[src/sv/asc_pkg.sv]
// Shared types and constants of the ADC sample conditioner.
package asc_pkg;

    // Width of a conditioned value and of the segment arithmetic; the slope product is twice as wide
    localparam int VAL_W = 16;

    // Configuration port
    localparam int CFG_ADDR_W = 3;
    localparam int CFG_DATA_W = 5;

    localparam logic [CFG_ADDR_W-1:0] CFG_FILTER_ENABLE   = 3'd0;
    localparam logic [CFG_ADDR_W-1:0] CFG_FILTER_WEIGHT   = 3'd1;
    localparam logic [CFG_ADDR_W-1:0] CFG_LINEAR_ENABLE   = 3'd2;
    localparam logic [CFG_ADDR_W-1:0] CFG_LINEARIZE_FIRST = 3'd3;
    localparam logic [CFG_ADDR_W-1:0] CFG_POINT_COUNT     = 3'd4;

    localparam int WEIGHT_W = 4;
    localparam int COUNT_W  = 5;

    // Item kinds carried in tuser
    localparam logic OP_SAMPLE = 1'b0;
    localparam logic OP_POINT  = 1'b1;

    // Filter: weights are tenths; divide the weighted sum by ten with a reciprocal
    localparam logic [WEIGHT_W-1:0] FILT_DEN = 4'd10;
    localparam int FILT_SUM_W  = 20;
    localparam int FILT_PROD_W = 40;
    localparam int FILT_SHIFT  = 23;
    localparam logic [FILT_SUM_W-1:0] FILT_RECIP = 20'd838861;

    typedef struct packed {
        logic             start;
        logic [VAL_W-1:0] dividend;
        logic [VAL_W-1:0] divisor;
    } div_req_t;

    typedef struct packed {
        logic             done;
        logic [VAL_W-1:0] quotient;
    } div_rsp_t;

endpackage

[src/sv/asc_div.sv]
// Iterative restoring divider for the calibration slope, one quotient bit a cycle.
module asc_div (
    input  logic              aclk,
    input  logic              aresetn,
    input  asc_pkg::div_req_t req,
    output asc_pkg::div_rsp_t rsp
);
    localparam int VW = asc_pkg::VAL_W;
    localparam int CW = $clog2(VW);

    logic [VW-1:0] rem_reg;
    logic [VW-1:0] quo_reg;
    logic [VW-1:0] dsr_reg;
    logic [CW-1:0] cnt_reg;
    logic          busy_reg;
    logic          done_reg;

    logic [VW:0]   shift_next;
    logic [VW:0]   diff_next;
    logic [VW-1:0] rem_next;
    logic [VW-1:0] quo_next;

    // Shift in the next dividend bit and try a subtract
    always_comb begin
        shift_next = {rem_reg, quo_reg[VW-1]};
        diff_next  = shift_next - {1'b0, dsr_reg};
        if (diff_next[VW]) begin
            rem_next = shift_next[VW-1:0];
            quo_next = {quo_reg[VW-2:0], 1'b0};
        end else begin
            rem_next = diff_next[VW-1:0];
            quo_next = {quo_reg[VW-2:0], 1'b1};
        end
    end

    always_ff @(posedge aclk) begin
        if (!aresetn) begin
            busy_reg <= 1'b0;
            done_reg <= 1'b0;
        end else begin
            if (req.start) begin
                rem_reg  <= '0;
                quo_reg  <= req.dividend;
                dsr_reg  <= req.divisor;
                cnt_reg  <= '0;
                busy_reg <= 1'b1;
                done_reg <= 1'b0;
            end else if (busy_reg) begin
                rem_reg  <= rem_next;
                quo_reg  <= quo_next;
                cnt_reg  <= cnt_reg + 1'b1;
                // Drop busy and flag done after the last quotient bit
                busy_reg <= (cnt_reg != CW'(VW - 1));
                done_reg <= (cnt_reg == CW'(VW - 1));
            end else begin
                done_reg <= 1'b0;
            end
        end
    end

    assign rsp.done     = done_reg;
    assign rsp.quotient = quo_reg;

endmodule

[src/sv/adc_sample_conditioner_unit.sv]
// Top level of the ADC sample conditioner: running-average filter and table calibration.
//
//  channel  direction  handshake            payload
//  s_*      in         s_tvalid / s_tready  s_tuser kind, s_tdata sample or calibration point
//  m_*      out        m_tvalid / m_tready  m_tdata conditioned value
//  cfg_*    in         cfg_valid/cfg_ready  cfg_addr register index, cfg_data value
//
// One item at a time. A point write is taken in ST_IDLE and leaves the block
// idle. A sample runs the enabled steps in the configured order: the filter
// (ST_FILT_SUM, ST_FILT_MUL, ST_FILT_OUT) and the table scan (one memory read
// a cycle up to the upper segment point), then the 16-bit iterative slope
// division and the multiply. Reset (synchronous, active low) clears configuration,
// control and the previous filter output; the table holds whatever was
// written. A stalled result waits in the output register; the next item is
// accepted meanwhile and its result waits in ST_OUT until that slot frees.
module adc_sample_conditioner_unit #(
    parameter int TABLE_POINTS = 16,
    parameter int SAMPLE_BITS  = 10
) (
    input  logic aclk,
    input  logic aresetn,

    input  logic s_tvalid,
    output logic s_tready,
    // Fields from bit 0: sample, point_index, point_value, point_reading
    input  logic [((2*SAMPLE_BITS + $clog2(TABLE_POINTS) + asc_pkg::VAL_W + 7)/8)*8-1:0] s_tdata,
    // Field: opcode
    input  logic s_tuser,

    output logic m_tvalid,
    input  logic m_tready,
    // Field: conditioned_value
    output logic [asc_pkg::VAL_W-1:0] m_tdata,

    input  logic                            cfg_valid,
    output logic                            cfg_ready,
    input  logic [asc_pkg::CFG_ADDR_W-1:0]  cfg_addr,
    input  logic [asc_pkg::CFG_DATA_W-1:0]  cfg_data
);
    localparam int VW    = asc_pkg::VAL_W;
    localparam int SB    = SAMPLE_BITS;
    localparam int IDX_W = $clog2(TABLE_POINTS);
    localparam int ENT_W = VW + SB;
    localparam int SW    = asc_pkg::FILT_SUM_W;
    localparam int PW    = asc_pkg::FILT_PROD_W;
    localparam int LPW   = 2 * VW;
    localparam int WW    = asc_pkg::WEIGHT_W;

    // Field offsets inside s_tdata
    localparam int OFS_IDX = SB;
    localparam int OFS_VAL = OFS_IDX + IDX_W;
    localparam int OFS_RD  = OFS_VAL + VW;

    typedef enum logic [3:0] {
        ST_IDLE,
        ST_FILT_SUM,
        ST_FILT_MUL,
        ST_FILT_OUT,
        ST_SCAN,
        ST_DIV_GO,
        ST_DIV_WAIT,
        ST_LIN_MUL,
        ST_OUT
    } state_t;

    state_t state_reg;

    // Configuration
    logic                         filt_en_reg;
    logic [WW-1:0]                weight_reg;
    logic                         lin_en_reg;
    logic                         lin_first_reg;
    logic [asc_pkg::COUNT_W-1:0]  count_reg;

    // Running value of the item and filter history
    logic [VW-1:0] x_reg;
    logic [VW-1:0] prev_reg;
    logic [SW-1:0] sum_reg;
    logic [PW-1:0] prod_reg;

    // Calibration table and scan
    logic [ENT_W-1:0] mem [TABLE_POINTS];
    logic [ENT_W-1:0] rd_data_reg;
    logic [ENT_W-1:0] lo_pt_reg;
    logic [IDX_W-1:0] addr_reg;
    logic [IDX_W-1:0] eval_idx_reg;
    logic [IDX_W-1:0] last_idx_reg;
    logic             issue_reg;
    logic             eval_valid_reg;
    logic             below_reg;

    // Segment arithmetic
    logic [VW-1:0] dv_reg;
    logic [VW-1:0] dr_reg;
    logic [VW-1:0] ofs_reg;
    logic [VW-1:0] lo_val_reg;
    logic [VW-1:0] slope_reg;

    logic [VW-1:0] m_tdata_reg;
    logic          m_tvalid_reg;

    asc_pkg::div_req_t div_req;
    asc_pkg::div_rsp_t div_rsp;

    logic             s_xfer;
    logic             pt_wr;
    logic [IDX_W-1:0] pt_idx;
    logic [ENT_W-1:0] pt_ent;
    logic [IDX_W-1:0] last_idx_next;
    logic [WW-1:0]    weight_next;
    logic [SW-1:0]    sum_next;
    logic [VW-1:0]    filt_y_next;
    logic [LPW-1:0]   lin_prod_next;
    logic [VW-1:0]    rd_val;
    logic [VW-1:0]    rd_rdg;
    logic [VW-1:0]    lo_val;
    logic [VW-1:0]    lo_rdg;
    logic             hit;
    state_t           first_state;
    state_t           after_filt_state;
    state_t           after_lin_state;

    assign s_tready  = (state_reg == ST_IDLE);
    assign s_xfer    = s_tvalid && s_tready;
    assign cfg_ready = 1'b1;
    assign m_tvalid  = m_tvalid_reg;
    assign m_tdata   = m_tdata_reg;

    // Point writes land directly in the table; drop slots past the end
    assign pt_idx = s_tdata[OFS_IDX +: IDX_W];
    assign pt_ent = {s_tdata[OFS_RD +: SB], s_tdata[OFS_VAL +: VW]};
    assign pt_wr  = s_xfer && (s_tuser == asc_pkg::OP_POINT)
                    && (32'(pt_idx) < 32'(TABLE_POINTS));

    // Clamp the point count to the table and keep its last index
    always_comb begin
        if (count_reg < asc_pkg::COUNT_W'(2)) begin
            last_idx_next = IDX_W'(1);
        end else if (32'(count_reg) > 32'(TABLE_POINTS)) begin
            last_idx_next = IDX_W'(TABLE_POINTS - 1);
        end else begin
            last_idx_next = IDX_W'(32'(count_reg) - 32'd1);
        end
    end

    // Order of the two optional steps
    always_comb begin
        if (lin_first_reg) begin
            first_state = lin_en_reg ? ST_SCAN : (filt_en_reg ? ST_FILT_SUM : ST_OUT);
        end else begin
            first_state = filt_en_reg ? ST_FILT_SUM : (lin_en_reg ? ST_SCAN : ST_OUT);
        end
        after_filt_state = (!lin_first_reg && lin_en_reg) ? ST_SCAN : ST_OUT;
        after_lin_state  = (lin_first_reg && filt_en_reg) ? ST_FILT_SUM : ST_OUT;
    end

    // Filter datapath: weighted sum, reciprocal multiply, shift
    assign weight_next = (weight_reg > asc_pkg::FILT_DEN) ? asc_pkg::FILT_DEN : weight_reg;
    assign sum_next    = SW'(weight_next) * SW'(prev_reg)
                       + SW'(asc_pkg::FILT_DEN - weight_next) * SW'(x_reg);
    assign filt_y_next = prod_reg[asc_pkg::FILT_SHIFT +: VW];

    // Table entry fields
    assign rd_val = rd_data_reg[VW-1:0];
    assign rd_rdg = VW'(rd_data_reg[ENT_W-1:VW]);
    assign lo_val = lo_pt_reg[VW-1:0];
    assign lo_rdg = VW'(lo_pt_reg[ENT_W-1:VW]);
    assign hit    = rd_rdg > x_reg;

    assign lin_prod_next = LPW'(slope_reg) * LPW'(ofs_reg);

    assign div_req.start    = (state_reg == ST_DIV_GO);
    assign div_req.dividend = dv_reg;
    assign div_req.divisor  = dr_reg;

    asc_div u_div (
        .aclk    (aclk),
        .aresetn (aresetn),
        .req     (div_req),
        .rsp     (div_rsp)
    );

    // Calibration table: one write port, one registered read port
    always_ff @(posedge aclk) begin
        if (pt_wr) begin
            mem[pt_idx] <= pt_ent;
        end
        rd_data_reg <= mem[addr_reg];
    end

    always_ff @(posedge aclk) begin
        if (!aresetn) begin
            state_reg      <= ST_IDLE;
            filt_en_reg    <= 1'b0;
            weight_reg     <= '0;
            lin_en_reg     <= 1'b0;
            lin_first_reg  <= 1'b0;
            count_reg      <= asc_pkg::COUNT_W'(2);
            prev_reg       <= '0;
            m_tvalid_reg   <= 1'b0;
            issue_reg      <= 1'b0;
            eval_valid_reg <= 1'b0;
        end else begin
            // Configuration transfers
            if (cfg_valid && cfg_ready) begin
                case (cfg_addr)
                    asc_pkg::CFG_FILTER_ENABLE:   filt_en_reg   <= cfg_data[0];
                    asc_pkg::CFG_FILTER_WEIGHT:   weight_reg    <= cfg_data[WW-1:0];
                    asc_pkg::CFG_LINEAR_ENABLE:   lin_en_reg    <= cfg_data[0];
                    asc_pkg::CFG_LINEARIZE_FIRST: lin_first_reg <= cfg_data[0];
                    asc_pkg::CFG_POINT_COUNT:     count_reg     <= cfg_data;
                    default: ;
                endcase
            end

            // Release the output slot once taken; ST_OUT refills it itself
            if (m_tready && (state_reg != ST_OUT)) begin
                m_tvalid_reg <= 1'b0;
            end

            case (state_reg)
                ST_IDLE: begin
                    // Arm the table scan for whichever step runs it
                    addr_reg       <= '0;
                    issue_reg      <= 1'b1;
                    eval_valid_reg <= 1'b0;
                    if (s_xfer && (s_tuser == asc_pkg::OP_SAMPLE)) begin
                        x_reg        <= VW'(s_tdata[SB-1:0]);
                        last_idx_reg <= last_idx_next;
                        state_reg    <= first_state;
                    end
                end
                ST_FILT_SUM: begin
                    sum_reg   <= sum_next;
                    state_reg <= ST_FILT_MUL;
                end
                ST_FILT_MUL: begin
                    prod_reg  <= PW'(sum_reg) * PW'(asc_pkg::FILT_RECIP);
                    state_reg <= ST_FILT_OUT;
                end
                ST_FILT_OUT: begin
                    x_reg          <= filt_y_next;
                    prev_reg       <= filt_y_next;
                    addr_reg       <= '0;
                    issue_reg      <= 1'b1;
                    eval_valid_reg <= 1'b0;
                    state_reg      <= after_filt_state;
                end
                ST_SCAN: begin
                    // Issue one read a cycle, evaluate the entry read the cycle before;
                    // the scan is re-armed before every entry into this state
                    if (issue_reg) begin
                        if (addr_reg == last_idx_reg) begin
                            issue_reg <= 1'b0;
                        end else begin
                            addr_reg <= addr_reg + 1'b1;
                        end
                    end
                    eval_valid_reg <= issue_reg;
                    eval_idx_reg   <= addr_reg;
                    if (eval_valid_reg) begin
                        if (eval_idx_reg == '0) begin
                            // Below the table: first segment wins
                            lo_pt_reg <= rd_data_reg;
                            below_reg <= hit;
                        end else if (below_reg || hit || (eval_idx_reg == last_idx_reg)) begin
                            dv_reg     <= rd_val - lo_val;
                            dr_reg     <= rd_rdg - lo_rdg;
                            ofs_reg    <= x_reg - lo_rdg;
                            lo_val_reg <= lo_val;
                            state_reg  <= ST_DIV_GO;
                        end else begin
                            lo_pt_reg <= rd_data_reg;
                        end
                    end
                end
                ST_DIV_GO: begin
                    state_reg <= ST_DIV_WAIT;
                end
                ST_DIV_WAIT: begin
                    if (div_rsp.done) begin
                        // Equal readings give a flat segment
                        slope_reg <= (dr_reg == '0) ? '0 : div_rsp.quotient;
                        state_reg <= ST_LIN_MUL;
                    end
                end
                ST_LIN_MUL: begin
                    x_reg     <= lin_prod_next[VW-1:0] + lo_val_reg;
                    state_reg <= after_lin_state;
                end
                ST_OUT: begin
                    // Hold until the output register is free
                    if (!m_tvalid_reg || m_tready) begin
                        m_tdata_reg  <= x_reg;
                        m_tvalid_reg <= 1'b1;
                        state_reg    <= ST_IDLE;
                    end
                end
                default: begin
                    state_reg <= ST_IDLE;
                end
            endcase
        end
    end

endmodule

[config.mk]
export PLATFORM = sky130hd
export DESIGN_NAME = adc_sample_conditioner_unit
export DESIGN_NICKNAME = d
export VERILOG_FILES = /design/src/sv/asc_pkg.sv /design/src/sv/asc_div.sv /design/src/sv/adc_sample_conditioner_unit.sv
export SDC_FILE = /design/constraint.sdc
export NUM_CORES = 2
export LEC_CHECK = 0
export ABC_AREA = 1
export BUFFER_PORTS_ARGS = -buffer_cell sky130_fd_sc_hd__buf_4
export CORE_MARGIN = 4
export CORE_UTILIZATION = 60
export CTS_CLUSTER_DIAMETER = 200
export DETAILED_ROUTE_END_ITERATION = 8
export HOLD_SLACK_MARGIN = 0.15
export PLACE_DENSITY = 0.74
export SYNTH_ARGS = -nofsm -noshare
export SYNTH_HDL_FRONTEND = slang
export SYNTH_SLANG_ARGS = --single-unit
[constraint.sdc]
create_clock -name aclk -period 7.8 [get_ports aclk]
set_clock_uncertainty 0.2 [all_clocks]
set_input_delay 0.78 -clock aclk [delete_from_list [all_inputs] [get_ports aclk]]
set_output_delay 0.78 -clock aclk [all_outputs]
set_load 0.02 [all_outputs]
==> impl_metrics.py <==
metrics = {
    "clocking": {
        "clockBufferDepth": 3,
        "worstSkewPairLatency_ns": 0.65,
        "clock_sinks": 708,
        "post_cts.resized_instances": 0,
        "numCtsBuffers": 74,
        "cts.clk_slew.worst_paths_ns": 0.06,
        "hold_buffers": 0,
        "tritoncts": "yes",
        "cts-htree-levels": 3,
        "root_buffer": "clkbuf_16",
        "postCtsSetupBuffers": 0,
    },
    "cells_and_area": {
        "drive_above_1_share": 0.06261,
        "instances_no_fill": 5442,
        "final_layout_net_count": 5168,
        "flip_flop_count_of_the_largest_register_after_layout": 416,
        "area_added_between_synthesis_and_finish_pct": 8.800,
    },
    "global_route": {
        "vias_in_the_first_global_route": 30644,
        "globalRoute.totalOverflow": 0,
        "track_usage": 0.2824,
        "antenna_found_initial": 3,
        "global_route_wire_length_before_repair_microns": 173000,
        "largest_net_degree_at_the_start_of_global_routing": 212,
    },
    "status": {
        "outcome": "complete, no violations",
    },
    "setup_path": {
        "cp_data_required_time_ns": 7.96,
        "path_class": "reg -> reg",
        "crit_arrival_ns": 6.61,
        "critPathCaptureType": "flop",
        "setup_slack_on_the_worst_flop_to_flop_path_ns": 1.35,
        "worst-path-max-fanout": 15,
        "timing.critical_path.from_type": "flop",
    },
    "placement": {
        "dp.final_hpwl_microns": 78380,
        "place_inst": 5308,
        "place.gp.congestion": 0.9862,
        "port-buffer-count": 71,
    },
    "power_and_ir_drop": {
        "ratio_of_total_power_to_cell_area_mw_per_mm2": 305.6,
        "power.leakage_nw": 21.42,
        "max-vdd-ir-drop_v": 0.0003107,
    },
    "floorplan": {
        "initial_core_utilization": 0.6068,
        "die_span_x_microns": 282.8,
        "core.rowCount": 100,
        "die_height_microns": 282.8,
        "die-area_sq_mm": 0.08000,
        "placeableCoreArea_sq_mm": 0.07470,
        "ioPinCount": 73,
    },
    "synthesis": {
        "yosysWarningCount": 0,
        "postSynthCellCount": 4366,
        "async_reset_ff_frac": 0,
        "avg_cell_area_syn_sq_um": 10.38,
        "synth_fp_nets": 5119,
        "synth_flop_cell": "edfxtp_1",
        "postSynthRegisterBits": 708,
        "syn_area_sq_mm": 0.04532,
        "yosysSeqAreaShare": 0.4552,
        "synth-edff-count": 645,
        "synth_cell_types": 64,
    },
    "route": {
        "drtPass1Iterations": 8,
        "route.final.wire_length_microns": 110400,
        "vias": 31111,
        "drt-vias-per-instance": 5.717,
        "drt_drc_violations_left": 0,
        "detailedRoute.firstIterationViolations": 3138,
        "final_antenna_net_count": 0,
        "wl_per_cell_microns": 20.28,
    },
    "sta": {
        "max_freq_mhz": 155.0,
        "rsz0062_at_grt": "no",
        "finalHoldViolations": 0,
        "slew_headroom": 0.2118,
        "fin_hold_ws_ns": 0.2143,
        "slew_viol_final": 0,
        "post-route-period-util": 0.8270,
        "tightestPinTransition_ns": 1.176,
        "timing.setup.tns_ns": 0,
        "setup-violations-final": 0,
        "finalCriticalPeriod_ns": 6.450,
    },
    "worst_hold_path": {
        "worst_hold_path_type": "in -> reg",
    },
    "flow_run": {
        "drv_cap": 0,
    },
}
[stage by stage]
step	cell area, sq um	power, mW	worst slack, ns	util
global route	49310	16.23	1.067	0.6602
detailed placement	46930	11.57	1.448	0.6283
CTS	49310	15.01	1.431	0.6602
floorplan	45320	9.625	1.808	-
global placement	46930	11.44	1.504	0.6283
finish	49310	15.07	1.350	0.6602
[final timing paths]
path,from,endpoint,cells past startpoint
worst max-delay path,weight_reg[1],sum_reg[13],25
worst min-delay path,s_tdata[18],mem[11][4],1
worst max register to register,weight_reg[1],sum_reg[13],25
worst min register to register,rd_data_reg[0],lo_pt_reg[0],0
[metal layers]
| layer | GRT usage | routed length [microns] |
|---|---|---|
| met2 | 0.4516 | 51110 |
| met3 | 0.06088 | 9887 |
| met5 | 0 | 27 |
| met1 | 0.4009 | 46380 |
| met4 | 0.06985 | 2976 |
[where the power goes]
part	internal [mW]	switching, mW	leakage (nW)	total [mW]
logic	2.44	4.45	13.9	6.88
clock network	1.92	1.51	1.16	3.43
registers	4.56	0.197	6.33	4.76
[critical path, cell delays in order, from the launching register on]
cell and delay [ns]:
dfxtp_1 0.32, a21oi_1 0.21, inv_1 0.08, a21oi_1 0.35
inv_1 0.34, ha_1 0.31, xnor2_1 0.12, buf_4 0.20
inv_1 0.09, nand2_1 0.07, fa_1 0.51, fa_1 0.50
inv_1 0.05, fa_1 0.45, fa_1 0.49, inv_1 0.05
fa_1 0.50, inv_1 0.06, fa_1 0.39, nand3_1 0.10
nand3_1 0.19, a21o_1 0.25, nand2_1 0.06, nand2_1 0.05
a21oi_1 0.15, xnor2_1 0.08
[layout make-up]
type	instances	area, sq um
Fill cell	5696	25380
Multi-Input combinational cell	2746	21350
Sequential cell	708	20630
Inverter	778	2928
Clock buffer	93	1964
Tap cell	969	1212
Timing Repair Buffer	107	815.8
Clock inverter	40	414.1
Antenna cell	1	2.502
[layout by cell type (no fill, tap or decap), types with 63 or more instances in the layout]
master       n
a21oi_1    169
buf_4      106
clkbuf_16   75
dfxtp_1     63
edfxtp_1   645
fa_1       342
ha_1       357
inv_1      770
nand2_1    572
nand3_1     82
nor2_1     453
o21ai_0    342
o22ai_1    123
xor2_1      72
[logic make-up (layout without fill, tap and decap cells)]
logic type | after synthesis | in the layout | synth area share
fa+ha+maj | 699 | 699 | 0.2496
xor+xnor | 109 | 109 | 0.02106
other cells | 1 | 2 | 0.00008274
flops | 708 | 708 | 0.4552
simple gates | 1210 | 1210 | 0.1074
buf+inv | 912 | 1018 | 0.07763
compound gates | 727 | 727 | 0.08906
[synth_stat cells (10+ instances only)]
cell	count	area, sq um
o22ai_1	123	769.5
xor2_1	72	630.6
o21ai_1	10	50.05
nand3_1	82	410.4
fa_1	342	6847
clkbuf_1	84	315.3
a21oi_1	170	850.8
o21ai_0	343	1717
xnor2_1	37	324.1
edfxtp_1	645	19370
a21o_1	13	97.59
inv_1	771	2894
nand2_1	572	2147
dfxtp_1	63	1261
nand4_1	14	87.58
nor2_2	13	81.33
nor3_1	23	115.1
nor2_1	470	1764
buf_2	32	160.2
ha_1	357	4467
Note: power is estimated with default switching activity, not from simulation.
